$ cat config.mk
export PLATFORM = sky130hd
export DESIGN_NAME = mode_command_ack_retry_controller
export DESIGN_NICKNAME = d
export VERILOG_FILES = /design/src/hdl/mcar_pkg.sv /design/src/hdl/mcar_core.sv /design/src/hdl/mcar_out.sv /design/src/hdl/mode_command_ack_retry_controller.sv
export SDC_FILE = /design/constraint.sdc
export NUM_CORES = 1
export LEC_CHECK = 0
export ABC_CLOCK_PERIOD_IN_PS = 11630
export BUFFER_PORTS_ARGS = -buffer_cell sky130_fd_sc_hd__buf_2
export CORE_MARGIN = 2
export CORE_UTILIZATION = 63
export DETAILED_ROUTE_END_ITERATION = 8
export GPL_TIMING_DRIVEN = 0
export PLACE_DENSITY_LB_ADDON = 0.15
export RECOVER_POWER = 100
export SLEW_MARGIN = 30
export SYNTH_ARGS = -nofsm -noshare
export SYNTH_HDL_FRONTEND = slang
export SYNTH_SLANG_ARGS = --single-unit
$ cat constraint.sdc
create_clock -name clk -period 11.63 [get_ports clk]
set_input_delay 0 -clock clk [delete_from_list [all_inputs] [get_ports clk]]
set_output_delay 0 -clock clk [all_outputs]
set_load 0.1 [all_outputs]
$ cat src/hdl/mcar_pkg.sv
// Shared types and constants for the mode command acknowledge retry controller.
package mcar_pkg;

  typedef enum logic [1:0] {
    OP_PRESS  = 2'd0,
    OP_FRAME  = 2'd1,
    OP_TICK   = 2'd2,
    OP_UNUSED = 2'd3
  } op_t;

  typedef enum logic [2:0] {
    MSG_ACK   = 3'd0,
    MSG_CMD   = 3'd1,
    MSG_DAT   = 3'd2,
    MSG_EVT   = 3'd3,
    MSG_STS   = 3'd4,
    MSG_ERR   = 3'd5,
    MSG_RSVD6 = 3'd6,
    MSG_RSVD7 = 3'd7
  } msg_t;

  typedef enum logic [2:0] {
    FT_EVT  = 3'd0,
    FT_STS  = 3'd1,
    FT_DAT  = 3'd2,
    FT_ACK  = 3'd3,
    FT_ERR  = 3'd4,
    FT_NONE = 3'd5
  } frame_t;

  typedef enum logic [1:0] {
    MODE_PATROL = 2'd0,
    MODE_STOP   = 2'd1,
    MODE_DEPLOY = 2'd2,
    MODE_RETURN = 2'd3
  } mode_t;

  // Configuration register indexes
  localparam logic CFG_MAX_RETRIES  = 1'b0;
  localparam logic CFG_RETRY_PERIOD = 1'b1;

  localparam logic [7:0]  MAX_RETRIES_RST  = 8'd3;
  localparam logic [15:0] RETRY_PERIOD_RST = 16'd500;

  localparam int NUM_FRAMES = 3;
  localparam int CNT_OUT_W  = 16;

  typedef struct packed {
    logic                 press_accepted;
    mode_t                current_mode;
    logic                 waiting_ack;
    logic [CNT_OUT_W-1:0] ignored_presses;
    logic [CNT_OUT_W-1:0] accepted_changes;
    logic [CNT_OUT_W-1:0] abandoned_waits;
  } status_t;

  typedef struct packed {
    frame_t     ftype;
    mode_t      fmode;
    logic [7:0] fparam;
  } frame_rec_t;

  // Up to three frames from one item, plus status after the step
  typedef struct packed {
    logic [1:0]                       last_idx;
    frame_rec_t [NUM_FRAMES-1:0]      frames;
    status_t                          status;
  } bundle_t;

endpackage

$ cat src/hdl/mcar_core.sv
// Input register, controller state and single-pass step logic.
module mcar_core #(
  parameter int CW = 16
) (
  input  logic              clk,
  input  logic              rst,
  input  logic              cfg_we,
  input  logic              cfg_index,
  input  logic [15:0]       cfg_data,
  input  logic              in_valid,
  output logic              in_ready,
  input  logic [1:0]        in_op,
  input  logic [7:0]        in_param,
  input  logic [2:0]        in_msg_type,
  input  logic              in_msg_ok,
  input  logic [31:0]       in_now,
  output logic              b_valid,
  input  logic              b_ready,
  output mcar_pkg::bundle_t b_data
);

  logic [7:0]  max_retries;
  logic [15:0] retry_period;

  logic        r_valid;
  logic [1:0]  r_op;
  logic [7:0]  r_param;
  logic [2:0]  r_msg_type;
  logic        r_msg_ok;
  logic [31:0] r_now;

  mcar_pkg::mode_t mode_reg, mode_reg_next;
  logic            pending, pending_next;
  mcar_pkg::mode_t pending_mode, pending_mode_next;
  logic [7:0]      retries, retries_next;
  logic [31:0]     deadline, deadline_next;
  logic [CW-1:0]   ignored_cnt, ignored_cnt_next;
  logic [CW-1:0]   change_cnt, change_cnt_next;
  logic [CW-1:0]   timeout_cnt, timeout_cnt_next;

  logic move;

  assign move     = r_valid && b_ready;
  assign in_ready = !r_valid || b_ready;
  assign b_valid  = r_valid;

  always_ff @(posedge clk) begin
    if (rst) begin
      max_retries  <= mcar_pkg::MAX_RETRIES_RST;
      retry_period <= mcar_pkg::RETRY_PERIOD_RST;
    end else if (cfg_we) begin
      if (cfg_index == mcar_pkg::CFG_MAX_RETRIES) begin
        max_retries <= cfg_data[7:0];
      end else begin
        retry_period <= cfg_data;
      end
    end
  end

  always_ff @(posedge clk) begin
    if (rst) begin
      r_valid <= 1'b0;
    end else if (in_ready) begin
      r_valid <= in_valid;
    end
  end

  always_ff @(posedge clk) begin
    if (in_ready && in_valid) begin
      r_op       <= in_op;
      r_param    <= in_param;
      r_msg_type <= in_msg_type;
      r_msg_ok   <= in_msg_ok;
      r_now      <= in_now;
    end
  end

  always_comb begin
    logic [31:0] since;
    mcar_pkg::mode_t nm;
    since             = r_now - deadline;
    nm                = mcar_pkg::mode_t'(mode_reg + 2'd1);
    mode_reg_next     = mode_reg;
    pending_next      = pending;
    pending_mode_next = pending_mode;
    retries_next      = retries;
    deadline_next     = deadline;
    ignored_cnt_next  = ignored_cnt;
    change_cnt_next   = change_cnt;
    timeout_cnt_next  = timeout_cnt;
    b_data            = '0;
    b_data.last_idx   = 2'd0;
    for (int i = 0; i < mcar_pkg::NUM_FRAMES; i++) begin
      b_data.frames[i].ftype = mcar_pkg::FT_NONE;
    end

    case (mcar_pkg::op_t'(r_op))
      mcar_pkg::OP_PRESS: begin
        if (pending) begin
          ignored_cnt_next = ignored_cnt + 1'b1;
        end else begin
          mode_reg_next            = nm;
          change_cnt_next          = change_cnt + 1'b1;
          b_data.last_idx          = 2'd2;
          b_data.frames[0].ftype   = mcar_pkg::FT_EVT;
          b_data.frames[0].fmode   = nm;
          b_data.frames[1].ftype   = mcar_pkg::FT_STS;
          // return shows up as stop in the status frame
          b_data.frames[1].fmode   = (nm == mcar_pkg::MODE_RETURN) ? mcar_pkg::MODE_STOP : nm;
          b_data.frames[2].ftype   = mcar_pkg::FT_DAT;
          b_data.frames[2].fparam  = r_param;
          pending_mode_next        = nm;
          pending_next             = 1'b1;
          retries_next             = max_retries;
          deadline_next            = r_now + {16'd0, retry_period};
          b_data.status.press_accepted = 1'b1;
        end
      end
      mcar_pkg::OP_FRAME: begin
        if (r_msg_type == mcar_pkg::MSG_ACK) begin
          if (r_msg_ok) begin
            pending_next = 1'b0;
          end
        end else if (r_msg_type inside {[mcar_pkg::MSG_CMD:mcar_pkg::MSG_STS]}) begin
          b_data.frames[0].ftype = mcar_pkg::FT_ACK;
        end
      end
      mcar_pkg::OP_TICK: begin
        // deadline reached when the wrapped difference is non-negative
        if (pending && !since[31]) begin
          if (retries != 8'd0) begin
            b_data.frames[0].ftype = mcar_pkg::FT_EVT;
            b_data.frames[0].fmode = pending_mode;
            retries_next           = retries - 8'd1;
            deadline_next          = r_now + {16'd0, retry_period};
          end else begin
            b_data.frames[0].ftype = mcar_pkg::FT_ERR;
            pending_next           = 1'b0;
            timeout_cnt_next       = timeout_cnt + 1'b1;
          end
        end
      end
      default: begin
      end
    endcase

    b_data.status.current_mode     = mode_reg_next;
    b_data.status.waiting_ack      = pending_next;
    b_data.status.ignored_presses  = mcar_pkg::CNT_OUT_W'(ignored_cnt_next);
    b_data.status.accepted_changes = mcar_pkg::CNT_OUT_W'(change_cnt_next);
    b_data.status.abandoned_waits  = mcar_pkg::CNT_OUT_W'(timeout_cnt_next);
  end

  always_ff @(posedge clk) begin
    if (rst) begin
      mode_reg     <= mcar_pkg::MODE_STOP;
      pending      <= 1'b0;
      pending_mode <= mcar_pkg::MODE_PATROL;
      retries      <= 8'd0;
      deadline     <= 32'd0;
      ignored_cnt  <= '0;
      change_cnt   <= '0;
      timeout_cnt  <= '0;
    end else if (move) begin
      mode_reg     <= mode_reg_next;
      pending      <= pending_next;
      pending_mode <= pending_mode_next;
      retries      <= retries_next;
      deadline     <= deadline_next;
      ignored_cnt  <= ignored_cnt_next;
      change_cnt   <= change_cnt_next;
      timeout_cnt  <= timeout_cnt_next;
    end
  end

`ifndef ASSERT_OFF
  a_press_arms_wait: assert property (@(posedge clk) disable iff (rst)
    move && b_data.status.press_accepted |=> pending && (retries == $past(max_retries)))
    else $error("accepted press did not arm the acknowledge wait");

  a_state_holds: assert property (@(posedge clk) disable iff (rst)
    !move |=> $stable(mode_reg) && $stable(pending) && $stable(change_cnt))
    else $error("state changed without an item");

  a_ignore_when_pending: assert property (@(posedge clk) disable iff (rst)
    move && pending && (r_op == mcar_pkg::OP_PRESS) |-> !b_data.status.press_accepted)
    else $error("press accepted while acknowledge pending");
`endif

endmodule

$ cat src/hdl/mcar_out.sv
// Result buffer that plays out the frames of one item in order.
module mcar_out (
  input  logic              clk,
  input  logic              rst,
  input  logic              b_valid,
  output logic              b_ready,
  input  mcar_pkg::bundle_t b_data,
  output logic              o_valid,
  input  logic              o_ready,
  output logic              o_last,
  output mcar_pkg::frame_rec_t o_frame,
  output mcar_pkg::status_t o_status
);

  logic              valid;
  logic [1:0]        idx;
  mcar_pkg::bundle_t buf_q;
  logic              take;

  assign take     = valid && o_ready;
  assign o_last   = (idx == buf_q.last_idx);
  // next bundle loads as the final frame of the current one leaves
  assign b_ready  = !valid || (take && o_last);
  assign o_valid  = valid;
  assign o_frame  = buf_q.frames[idx];
  assign o_status = buf_q.status;

  always_ff @(posedge clk) begin
    if (rst) begin
      valid <= 1'b0;
      idx   <= 2'd0;
    end else if (b_ready) begin
      valid <= b_valid;
      idx   <= 2'd0;
    end else if (take) begin
      idx <= idx + 2'd1;
    end
  end

  always_ff @(posedge clk) begin
    if (b_ready && b_valid) begin
      buf_q <= b_data;
    end
  end

`ifndef ASSERT_OFF
  a_idx_bound: assert property (@(posedge clk) disable iff (rst)
    valid |-> idx <= buf_q.last_idx)
    else $error("frame index past last frame");

  a_idx_step: assert property (@(posedge clk) disable iff (rst)
    take && !o_last |=> valid && (idx == $past(idx) + 2'd1))
    else $error("frame index did not advance");

  a_press_three: assert property (@(posedge clk) disable iff (rst)
    valid && buf_q.status.press_accepted |-> buf_q.last_idx == 2'd2)
    else $error("accepted press without three frames");
`endif

endmodule

$ cat src/hdl/mode_command_ack_retry_controller.sv
// Top level of the stop-and-wait mode command controller with acknowledge retry.
//
// Input stream s_*: one item per handshake; s_tuser carries the operation
// (press, received frame, tick), s_tdata the parameter byte, message type,
// ok flag and millisecond time. Output stream m_*: one to three frames per
// item, m_tlast on the final frame of each item, m_tuser the frame type.
// Config port: cfg_we writes cfg_data into register cfg_index (0 max
// retries, 1 retry period in ms) at the clock edge; write only when idle.
//
// Path: an item taken on s_* sits in the input register; once the result
// register is free it loads the item's first frame, which is then on m_*.
// The frame count at the output sets the pace: a press that starts a
// transaction plays out three frames, any other item one frame, with the
// next item taken while frames play out.
// When m_tready is low the result register holds, the input register fills
// and s_tready drops; nothing is lost.
// Reset (synchronous, rst high): mode stop, no pending acknowledge,
// counters zero, max retries 3, retry period 500 ms.
module mode_command_ack_retry_controller #(
  parameter int COUNTER_WIDTH = 16
) (
  input  logic        clk,
  input  logic        rst,
  input  logic        cfg_we,
  input  logic        cfg_index,
  input  logic [15:0] cfg_data,
  input  logic        s_tvalid,
  output logic        s_tready,
  input  logic [47:0] s_tdata,   // cmd_param[7:0], msg_type[10:8], msg_is_ok[11], now_ms[43:12]
  input  logic [1:0]  s_tuser,   // operation[1:0]
  output logic        m_tvalid,
  input  logic        m_tready,
  output logic [63:0] m_tdata,   // frame_mode[1:0], frame_param[9:2], press_accepted[10],
                                 // current_mode[12:11], waiting_ack[13], ignored_presses[29:14],
                                 // accepted_changes[45:30], abandoned_waits[61:46]
  output logic [2:0]  m_tuser,   // frame_type[2:0]
  output logic        m_tlast
);

  logic                 b_valid;
  logic                 b_ready;
  mcar_pkg::bundle_t    b_data;
  mcar_pkg::frame_rec_t o_frame;
  mcar_pkg::status_t    o_status;

  mcar_core #(
    .CW (COUNTER_WIDTH)
  ) u_core (
    .clk         (clk),
    .rst         (rst),
    .cfg_we      (cfg_we),
    .cfg_index   (cfg_index),
    .cfg_data    (cfg_data),
    .in_valid    (s_tvalid),
    .in_ready    (s_tready),
    .in_op       (s_tuser),
    .in_param    (s_tdata[7:0]),
    .in_msg_type (s_tdata[10:8]),
    .in_msg_ok   (s_tdata[11]),
    .in_now      (s_tdata[43:12]),
    .b_valid     (b_valid),
    .b_ready     (b_ready),
    .b_data      (b_data)
  );

  mcar_out u_out (
    .clk      (clk),
    .rst      (rst),
    .b_valid  (b_valid),
    .b_ready  (b_ready),
    .b_data   (b_data),
    .o_valid  (m_tvalid),
    .o_ready  (m_tready),
    .o_last   (m_tlast),
    .o_frame  (o_frame),
    .o_status (o_status)
  );

  assign m_tuser = o_frame.ftype;
  assign m_tdata = {2'b00,
                    o_status.abandoned_waits,
                    o_status.accepted_changes,
                    o_status.ignored_presses,
                    o_status.waiting_ack,
                    o_status.current_mode,
                    o_status.press_accepted,
                    o_frame.fparam,
                    o_frame.fmode};

endmodule

==> impl_metrics.json, run 1 <==
{
  "ys_seq_elements": 235,
  "tns_ns": 0,
  "max_cap_violations": 3,
  "htreeDepth": 1,
  "overflow": 0,
  "synthAdderAreaFrac": 0.0571,
  "cts_setup_buffers": 0,
  "initial_utilization": 0.647,
  "path_class": "register to register",
  "final-instance-count-excl-fill": 1674,
  "drc_errors": 0,
  "seq_area_sq_um": 5850,
  "worst_path_most_repeated_cell": "clkbuf_1",
  "io_buffer_count": 135,
  "wl_per_cell_microns": 16.3,
  "ys_async_sr_fraction": 0,
  "fin_util": 0.768,
  "drive_above_1_share": 0.111,
  "grt_max_degree": 47,
  "multi_input_area_sq_um": 5010,
  "cts_buffers": 24,
  "netlist-cell-type-count": 73,
  "fin_crit_ns": 4.31,
  "synthFlopType": "dfxtp_1",
  "synth_edf_count": 114,
  "yosys.area_share.xor_xnor": 0.0731,
  "synth.avg_cell_area_sq_um": 9.80,
  "die-area_sq_um": 19700,
  "final_nets": 1552,
  "final-max-slew-violation-count": 111,
  "syn_inst": 1198,
  "first_iter_violations": 698,
  "drt_pass1_iterations": 5,
  "dp_cells": 1565,
  "synth-simple-area-share": 0.168,
  "worstSetupStartpointType": "register",
  "violations": "capacitance limit, slew limit",
  "synthMuxAreaShare": 0.00703,
  "tightestPinTransition_ns": 3.16,
  "cp_cell_sequence": "clkbuf_1, xor2_1, o21ai_0, nand2_1, inv_1, clkbuf_1, clkbuf_1, nand3_1, mux2i_1",
  "final_cell_mix": "137 x nand2_1, 132 x clkbuf_1, 121 x dfxtp_1",
  "setup_ws_ns": 7.32,
  "area_growth_pct": 18.6,
  "p_leak_uw": 0.00535,
  "worst_ep_required_time_ns": 12.03,
  "clk_latency_ns": 0.53,
  "core-area_sq_um": 18100,
  "status": "complete, but fails checks",
  "arrival_ns": 4.71,
  "largest_reg_flops": 51,
  "nFillCells": 1301,
  "cts_tree": "yes",
  "cts_sinks": 235,
  "place_ws_ns": 8.31,
  "setup_viol": 0,
  "mostFrequentLayoutCell": "nand2_1",
  "rsz0062_at_grt": "false",
  "grt_pass1_wl_microns": 43600,
  "worst_path_largest_cell_delay_ns": 1.27,
  "hp-class": "input port to register",
  "vdd.ir_drop.worst_mv": 0.152,
  "finalHoldViolCount": 0,
  "gp_routability_congestion": 0.897,
  "die_w_microns": 141,
  "holdWs_ns": 0.0213,
  "antennaDiodeCount": 0,
  "cp-end-kind": "register",
  "root_buffer": "clkbuf_16",
  "fin_worst_skew_ns": 0.0183,
  "io_pins": 142,
  "cts_buffer_depth": 3,
  "ant_nets": 0,
  "die_height_microns": 141,
  "syn_area_sq_um": 11700,
  "powerDensity_nw_per_um2": 141,
  "num_rows": 49,
  "crit_fanout": 33,
  "yosysWarningCount": 0,
  "grt_pass1_vias": 9193,
  "synth_top_family_by_area": "simple AND/OR/NAND/NOR gates",
  "post_drt_via_cell_ratio": 5.67,
  "track_usage": 0.272,
  "cp_slowest_cell": "clkbuf_1",
  "clk_pin_slew_ns": 0.07,
  "maxSlewHeadroom": -1.11,
  "wl_microns": 27300,
  "max_freq_mhz": 232,
  "antenna_found_initial": 0,
  "vias": 9484,
  "seq_area_frac_synth": 0.498,
  "place_hpwl_microns": 18100,
  "period_share": 0.371,
  "synth_compound_area_frac": 0.127
}
-- per-stage QoR --
| step | instance area, sq um | power, uW |
|---|---|---|
| final | 13900 | 1970 |
| after global placement | 12700 | 1190 |
| after floorplan | 11700 | 1140 |
| after detailed placement | 12800 | 1200 |
| after CTS | 14200 | 1960 |
| after global routing | 13900 | 2030 |
-- cell families after synthesis --
family,Yosys count
adders and majority gates,53
DFF,235
AOI/OAI and AO/OA,246
muxes,8
and+or+nand+nor,404
other,1
buffers and inverters,153
xor gates and xnor gates,98
-- where the power goes --
part,leakage (uW),switching [uW],internal (uW)
clock network,0.000373,321,443
registers,0.00206,19.1,904
logic,0.00292,188,90.0
-- metal layers --
| layer | global-route usage | vias up | routed length [microns] |
|---|---|---|---|
| li1 | - | 4634 | - |
| met1 | 0.326 | 4410 | 11000 |
| met2 | 0.489 | 353 | 13500 |
| met3 | 0.0417 | 87 | 1780 |
| met4 | 0.114 | 0 | 1040 |
| met5 | 0 | - | 0 |
-- synth_stat cells (4+ instances only) --
cell | number | area [sq um]
nand2_1 | 135 | 507
dfxtp_1 | 121 | 2420
edfxtp_1 | 114 | 3420
a21oi_1 | 111 | 556
nor2_1 | 88 | 330
buf_4 | 58 | 435
nand3_1 | 55 | 275
ha_1 | 52 | 651
xor2_1 | 50 | 438
xnor2_1 | 48 | 420
inv_1 | 46 | 173
o21ai_0 | 39 | 195
clkbuf_1 | 31 | 116
and2_1 | 20 | 125
o21ai_1 | 19 | 95.1
or3_1 | 19 | 119
o31ai_1 | 16 | 120
and3_1 | 12 | 75.1
nand4_1 | 11 | 68.8
nor2b_1 | 10 | 62.6
buf_2 | 9 | 45.0
nor3_1 | 9 | 45.0
a21o_1 | 7 | 52.6
a32o_1 | 7 | 70.1
buf_1 | 7 | 26.3
mux2i_1 | 6 | 60.1
nand2b_1 | 6 | 37.5
or2_2 | 6 | 37.5
a31oi_1 | 5 | 31.3
nor3b_1 | 5 | 37.5
o21a_1 | 5 | 37.5
or4_1 | 5 | 37.5
a211oi_1 | 4 | 30.0
and4_1 | 4 | 35.0
o211ai_1 | 4 | 30.0
o22ai_1 | 4 | 25.0
-- final timing paths --
check	startpoint	end	slack [ns]	cells after the start
hold reg to reg	u_core.deadline[11]$_SDFFE_PP0P_	u_core.deadline[11]$_SDFFE_PP0P_	0.46	2
hold / removal	cfg_index	u_core.retry_period[3]$_SDFFE_PP0P_	0.02	4
setup reg to reg	u_out.idx[1]$_SDFFE_PP0P_	u_core.timeout_cnt[5]$_SDFFE_PP0P_	7.32	9
setup / recovery	u_out.idx[1]$_SDFFE_PP0P_	u_core.timeout_cnt[5]$_SDFFE_PP0P_	7.32	9
-- what timing repair did --
| action | 4_1_cts | 5_1_grt |
|---|---|---|
| hold buffers | 65 | 0 |
| endpoints found under the hold margin | 78 | 0 |
| endpoints found under the setup margin | 0 | 0 |
| resized for setup | 0 | 0 |
-- worst max-delay path: cells and delay by family (launching register included) --
family / cells / cell delay (ns)
mux: 1 / 0.19
simple gates: 2 / 0.52
compound gates: 1 / 0.30
xor+xnor: 1 / 0.16
buf+inv: 4 / 2.72
flops: 1 / 0.30
-- area by class of cell --
type | count | share of cell area
tap | 229 | 0.0206
clock buffer | 33 | 0.0478
clock inverter | 11 | 0.00701
inverter | 47 | 0.0127
sequential | 235 | 0.420
buffer | 106 | 0.0433
multi-input combinational | 811 | 0.360
timing repair buffer | 202 | 0.0891
(Power assumes the default switching activity.)
==> inputs of run 2 (changes only) <==
Settings changed: ABC_AREA set to 1, ABC_CLOCK_PERIOD_IN_PS 11630 to 3500, CORE_UTILIZATION 63 to 54.
Clock period 11.63 ns to 3.5 ns, I/O delays scaled along.
==> impl_metrics.json, run 2 <==
{
  "seq_area_frac_synth": 0.464,
  "overflow": 0,
  "core-area_sq_um": 22800,
  "die_height_microns": 157,
  "antenna_found_initial": 0,
  "wl_per_cell_microns": 14.4,
  "cp_slowest_cell": "nor2_1",
  "initial_utilization": 0.553,
  "synth.avg_cell_area_sq_um": 7.93,
  "synth_top_area_cell": "edfxtp_1",
  "path_class": "register to register",
  "drive_above_1_share": 0.0986,
  "synthTopCellsByCount": "373 x nand2_1, 198 x nor2_1, 176 x inv_1, 121 x dfxtp_1, 114 x edfxtp_1",
  "netlist-cell-type-count": 40,
  "status": "complete, no violations",
  "fin_crit_ns": 3.17,
  "crit_fanout": 9,
  "ys_async_sr_fraction": 0,
  "dp_cells": 2037,
  "fin_worst_skew_ns": 0.0139,
  "cp_cell_sequence": "nor2_1, clkinv_1, nor2_1, inv_2, nor2_4, nand2_2, nor2_4, nand2_1, or3_1, xor2_1, inv_1",
  "reg2reg_slack_ns": 0.33,
  "io_buffer_count": 134,
  "final-instance-count-excl-fill": 2149,
  "area_growth_pct": 19.1,
  "total_power_uw": 7000,
  "die_w_microns": 157,
  "cts_buffer_depth": 3,
  "seq_area_sq_um": 5850,
  "track_usage": 0.252,
  "netlist_top_cells_area": "edfxtp_1 27%, dfxtp_1 19%, nand2_1 11%",
  "drc_errors": 0,
  "worst_path_largest_cell_delay_ns": 0.67,
  "drt_pass1_iterations": 5,
  "grt_pass1_vias": 10200,
  "final_nets": 1943,
  "tns_ns": 0,
  "grt_max_degree": 43,
  "maxSlewHeadroom": 0.214,
  "synth_top_area_share": 0.272,
  "worstSetupStartpointType": "register",
  "gp_routability_congestion": 0.930,
  "place_hpwl_microns": 22400,
  "setup_viol": 0,
  "mostFrequentLayoutCell": "nand2_1",
  "antennaDiodeCount": 0,
  "p_leak_uw": 0.00662,
  "powerDensity_nw_per_um2": 467,
  "synthFlopType": "dfxtp_1",
  "arrival_ns": 3.44,
  "cp_top_family": "simple AND/OR/NAND/NOR gates",
  "cts_tree": "yes",
  "hp-class": "input port to register",
  "cts_sinks": 235,
  "rsz0062_at_grt": "false",
  "grt_pass1_wl_microns": 49700,
  "cts_buffers": 24,
  "path_buf_inv": 3,
  "die-area_sq_um": 24500,
  "ant_nets": 0,
  "ys_seq_elements": 235,
  "num_rows": 55,
  "finalHoldViolCount": 0,
  "vdd.ir_drop.worst_mv": 0.400,
  "clk_pin_slew_ns": 0.06,
  "largest_reg_flops": 51,
  "worst_ep_required_time_ns": 3.77,
  "final_cell_mix": "375 x nand2_1, 202 x nor2_1, 178 x inv_1",
  "synth_edf_count": 114,
  "io_pins": 142,
  "syn_area_sq_um": 12600,
  "syn_inst": 1587,
  "nFillCells": 2006,
  "root_buffer": "clkbuf_16",
  "first_iter_violations": 610,
  "wl_microns": 31000,
  "synthMostInstantiatedCell": "nand2_1",
  "clk_latency_ns": 0.53,
  "final-max-slew-violation-count": 0,
  "yosysWarningCount": 0,
  "post_drt_via_cell_ratio": 5.12,
  "vias": 11000,
  "cp-end-kind": "register",
  "cts_resized": 0,
  "tightestPinTransition_ns": 1.18,
  "max_freq_mhz": 315,
  "htreeDepth": 1,
  "multi_input_area_sq_um": 5390,
  "period_share": 0.906,
  "max_cap_violations": 0
}
-- run 2: changes by cell type in the layout (fill, tap and decap cells not counted), moves of 28 or more --
| cell | before | now |
|---|---|---|
| inv_1 | 47 | 178 |
| nand2_1 | 137 | 375 |
| nand3_1 | 56 | 84 |
| nor2_1 | 90 | 202 |
| o21ai_0 | 52 | 84 |
| xnor2_1 | 48 | 14 |
-- run 2: routing by layer --
metal / global-route usage / wire length [microns] / vias to the layer above
li1: - / - / 5589
met1: 0.322 / 13500 / 5060
met2: 0.448 / 15200 / 302
met3: 0.0338 / 1650 / 49
met4: 0.0734 / 654 / 0
met5: 0 / 0 / -
-- run 2: tightest hold or removal path, stage by stage --
cell,delay (ns)
buf_2,0.11
inv_1,0.04
nor2_1,0.12
o21ai_0,0.18
nor2_1,0.05
-- run 2: stage by stage --
stage | util | setup WS [ns] | hold slack [ns] | instance area [sq um]
2_1_floorplan | - | 0.216 | 0.0989 | 12600
3_3_place_gp | 0.600 | 0.372 | 0.176 | 13700
3_5_place_dp | 0.602 | 0.586 | 0.178 | 13700
4_1_cts | 0.665 | 0.577 | 0.0106 | 15100
5_1_grt | 0.658 | 0.151 | 0.0823 | 15000
6_report | 0.658 | 0.329 | 0.0298 | 15000
-- run 2: final cells by class --
cell class,count,share of cell area
Sequential cell,235,0.390
Clock inverter,12,0.00601
Multi-Input combinational cell,1063,0.359
Timing Repair Buffer,204,0.0858
Buffer,107,0.0426
Tap cell,313,0.0261
Clock buffer,32,0.0441
Inverter,183,0.0461
-- run 2: cells by family (layout without fill, tap and decap cells) --
group | Yosys count | in the layout | share of synthesized area
other cells | 1 | 2 | 0.000298
buf+inv | 290 | 538 | 0.105
fa+ha+maj | 53 | 53 | 0.0533
compound gates | 204 | 204 | 0.0856
xor+xnor | 61 | 61 | 0.0424
simple gates | 743 | 743 | 0.249
flops | 235 | 235 | 0.464
-- run 2: repair_timing --
| item | 4_1_cts | 5_1_grt |
|---|---|---|
| endpoints found under the hold margin | 77 | 0 |
| setup buffers | 0 | 0 |
| hold buffers | 68 | 0 |
-- run 2: worst paths after layout --
kind	start	depth (start not counted)	endpoint
max	u_core.r_op[0]$_DFFE_PP_	11	u_out.o_status[31]$_DFFE_PP_
min reg2reg	u_core.pending_mode[1]$_SDFFE_PP0P_	2	u_core.pending_mode[1]$_SDFFE_PP0P_
max reg2reg	u_core.r_op[0]$_DFFE_PP_	11	u_out.o_status[31]$_DFFE_PP_
min	cfg_we	5	u_core.max_retries[3]$_SDFFE_PP0P_
-- run 2: where the power goes --
group / switching (uW) / leakage, uW / total (uW) / internal [uW]
registers: 113 / 0.00210 / 3180 / 3070
clock network: 1070 / 0.000370 / 2470 / 1410
logic: 928 / 0.00415 / 1340 / 413
total: 2110 / 0.00662 / 7000 / 4890
==> inputs of run 3 (changes only) <==
Settings changed: ABC_CLOCK_PERIOD_IN_PS 3500 to 4100, CELL_PAD_IN_SITES_DETAIL_PLACEMENT set to 1, CELL_PAD_IN_SITES_GLOBAL_PLACEMENT set to 1, CORE_UTILIZATION 54 to 47.
Clock period 3.5 ns to 4.1 ns, I/O delays scaled along.
==> impl_metrics.json, run 3 (synthesized netlist as in run 2, its figures left out) <==
{
  "fin_util": 0.576,
  "track_usage": 0.281,
  "fin_crit_ns": 3.52,
  "tightestPinTransition_ns": 2.07,
  "dp_cells": 2058,
  "cp-end-kind": "register",
  "period_share": 0.859,
  "place_hpwl_microns": 27700,
  "num_rows": 59,
  "max_cap_violations": 1,
  "final_cell_mix": "375 x nand2_1, 204 x nor2_1, 180 x inv_1",
  "tns_ns": 0,
  "cts_tree": "yes",
  "violations": "capacitance limit, slew limit",
  "mostFrequentLayoutCell": "nand2_1",
  "grt_pass1_vias": 12300,
  "cts_buffer_depth": 3,
  "core-area_sq_um": 26200,
  "arrival_ns": 3.82,
  "cts_buffers": 26,
  "rsz0062_at_grt": "false",
  "io_pins": 142,
  "drc_errors": 0,
  "hp-class": "input port to register",
  "gp_routability_congestion": 0.919,
  "setup_viol": 0,
  "die_w_microns": 168,
  "status": "complete, but fails checks",
  "crit_fanout": 9,
  "antennaDiodeCount": 0,
  "maxSlewHeadroom": -0.384,
  "drt_pass1_iterations": 5,
  "io_buffer_count": 134,
  "grt_pass1_wl_microns": 63400,
  "fin_worst_skew_ns": 0.0166,
  "post_drt_via_cell_ratio": 5.29,
  "area_growth_pct": 19.9,
  "total_power_uw": 6270,
  "worstSetupStartpointType": "register",
  "htreeDepth": 1,
  "initial_utilization": 0.480,
  "worst_ep_required_time_ns": 4.40,
  "first_iter_violations": 688,
  "cts_sinks": 235,
  "vias": 11500,
  "final-instance-count-excl-fill": 2175,
  "overflow": 0,
  "drive_above_1_share": 0.0940,
  "max_freq_mhz": 284,
  "largest_reg_flops": 51,
  "ant_nets": 0,
  "vdd.ir_drop.worst_mv": 0.342,
  "antenna_found_initial": 0,
  "wl_microns": 39400,
  "nFillCells": 3266,
  "path_class": "register to register",
  "cts_setup_buffers": 0,
  "clk_pin_slew_ns": 0.06,
  "root_buffer": "clkbuf_16",
  "clk_latency_ns": 0.55,
  "finalHoldViolCount": 0,
  "die_height_microns": 168,
  "holdWs_ns": 0.167,
  "wl_per_cell_microns": 18.1,
  "final-max-slew-violation-count": 47,
  "final_nets": 1945,
  "powerDensity_nw_per_um2": 415,
  "p_leak_uw": 0.00667,
  "grt_max_degree": 47,
  "die-area_sq_um": 28100
}
run 3: changes by cell type in the layout (fill, tap and decap cells not counted), moves of 2 or more:
cell / before / now
clkinv_2: 7 / 5
clkbuf_8: 1 / 8
inv_1: 178 / 180
clkbuf_1: 113 / 119
clkinvlp_4: 3 / 0
nor2_1: 202 / 204
nor2_4: 3 / 1
buf_2: 70 / 64
run 3: critical path, cell delays in order, from the launching register on:
cell      delay [ns]
edfxtp_1        0.50
nor2_1          0.28
clkinv_1        0.17
nor2_1          0.59
inv_1           0.31
nor2_1          0.33
nand2_2         0.12
nor2_4          0.15
nand2_1         0.15
or3_1           0.40
xor2_1          0.22
inv_1           0.06
run 3: cell type report:
class / count / area, sq um / share of cell area
flip-flops and latches: 235 / 5850 / 0.387
clock buffers: 39 / 779 / 0.0516
plain buffers: 107 / 631 / 0.0418
well taps: 335 / 419 / 0.0278
repair buffers: 204 / 1290 / 0.0853
inverters: 183 / 687 / 0.0455
multi-input cells: 1063 / 5370 / 0.356
clock inverters: 9 / 78.8 / 0.00522
run 3: where the power goes:
part | total, uW | internal [uW] | switching [uW]
clock | 2340 | 1370 | 969
combinational | 1200 | 353 | 843
sequential | 2730 | 2620 | 108
run 3: timing repair:
| action | 4_1_cts | 5_1_grt |
|---|---|---|
| hold endpoints to repair | 77 | 0 |
| resized for setup | 0 | 0 |
| hold buffers | 69 | 0 |
run 3: path summary, 6_finish.rpt:
path,startpoint,end,slack [ns],depth (start not counted)
max reg2reg,u_core.r_op[0]$_DFFE_PP_,u_out.o_status[31]$_DFFE_PP_,0.58,11
max,u_core.r_op[0]$_DFFE_PP_,u_out.o_status[31]$_DFFE_PP_,0.58,11
min,s_tdata[18],u_core.r_now[6]$_DFFE_PP_,0.17,2
min reg2reg,u_core.pending_mode[1]$_SDFFE_PP0P_,u_core.pending_mode[1]$_SDFFE_PP0P_,0.47,2
run 3: metal layers:
metal  track usage  vias to the layer above  wire length (microns)
met5             0                        -                      0
met4        0.0745                        0                    998
met3        0.0378                       75                   1650
met2         0.500                      281                  19100
met1         0.359                     5558                  17700
li1              -                     5593                      -
run 3: stage by stage:
step / instance area, sq um / setup slack, ns
after detailed placement: 13700 / 1.02
after global routing: 15100 / 0.391
after CTS: 15300 / 0.994
after floorplan: 12600 / 0.253
after global placement: 13700 / 0.965
final: 15100 / 0.580
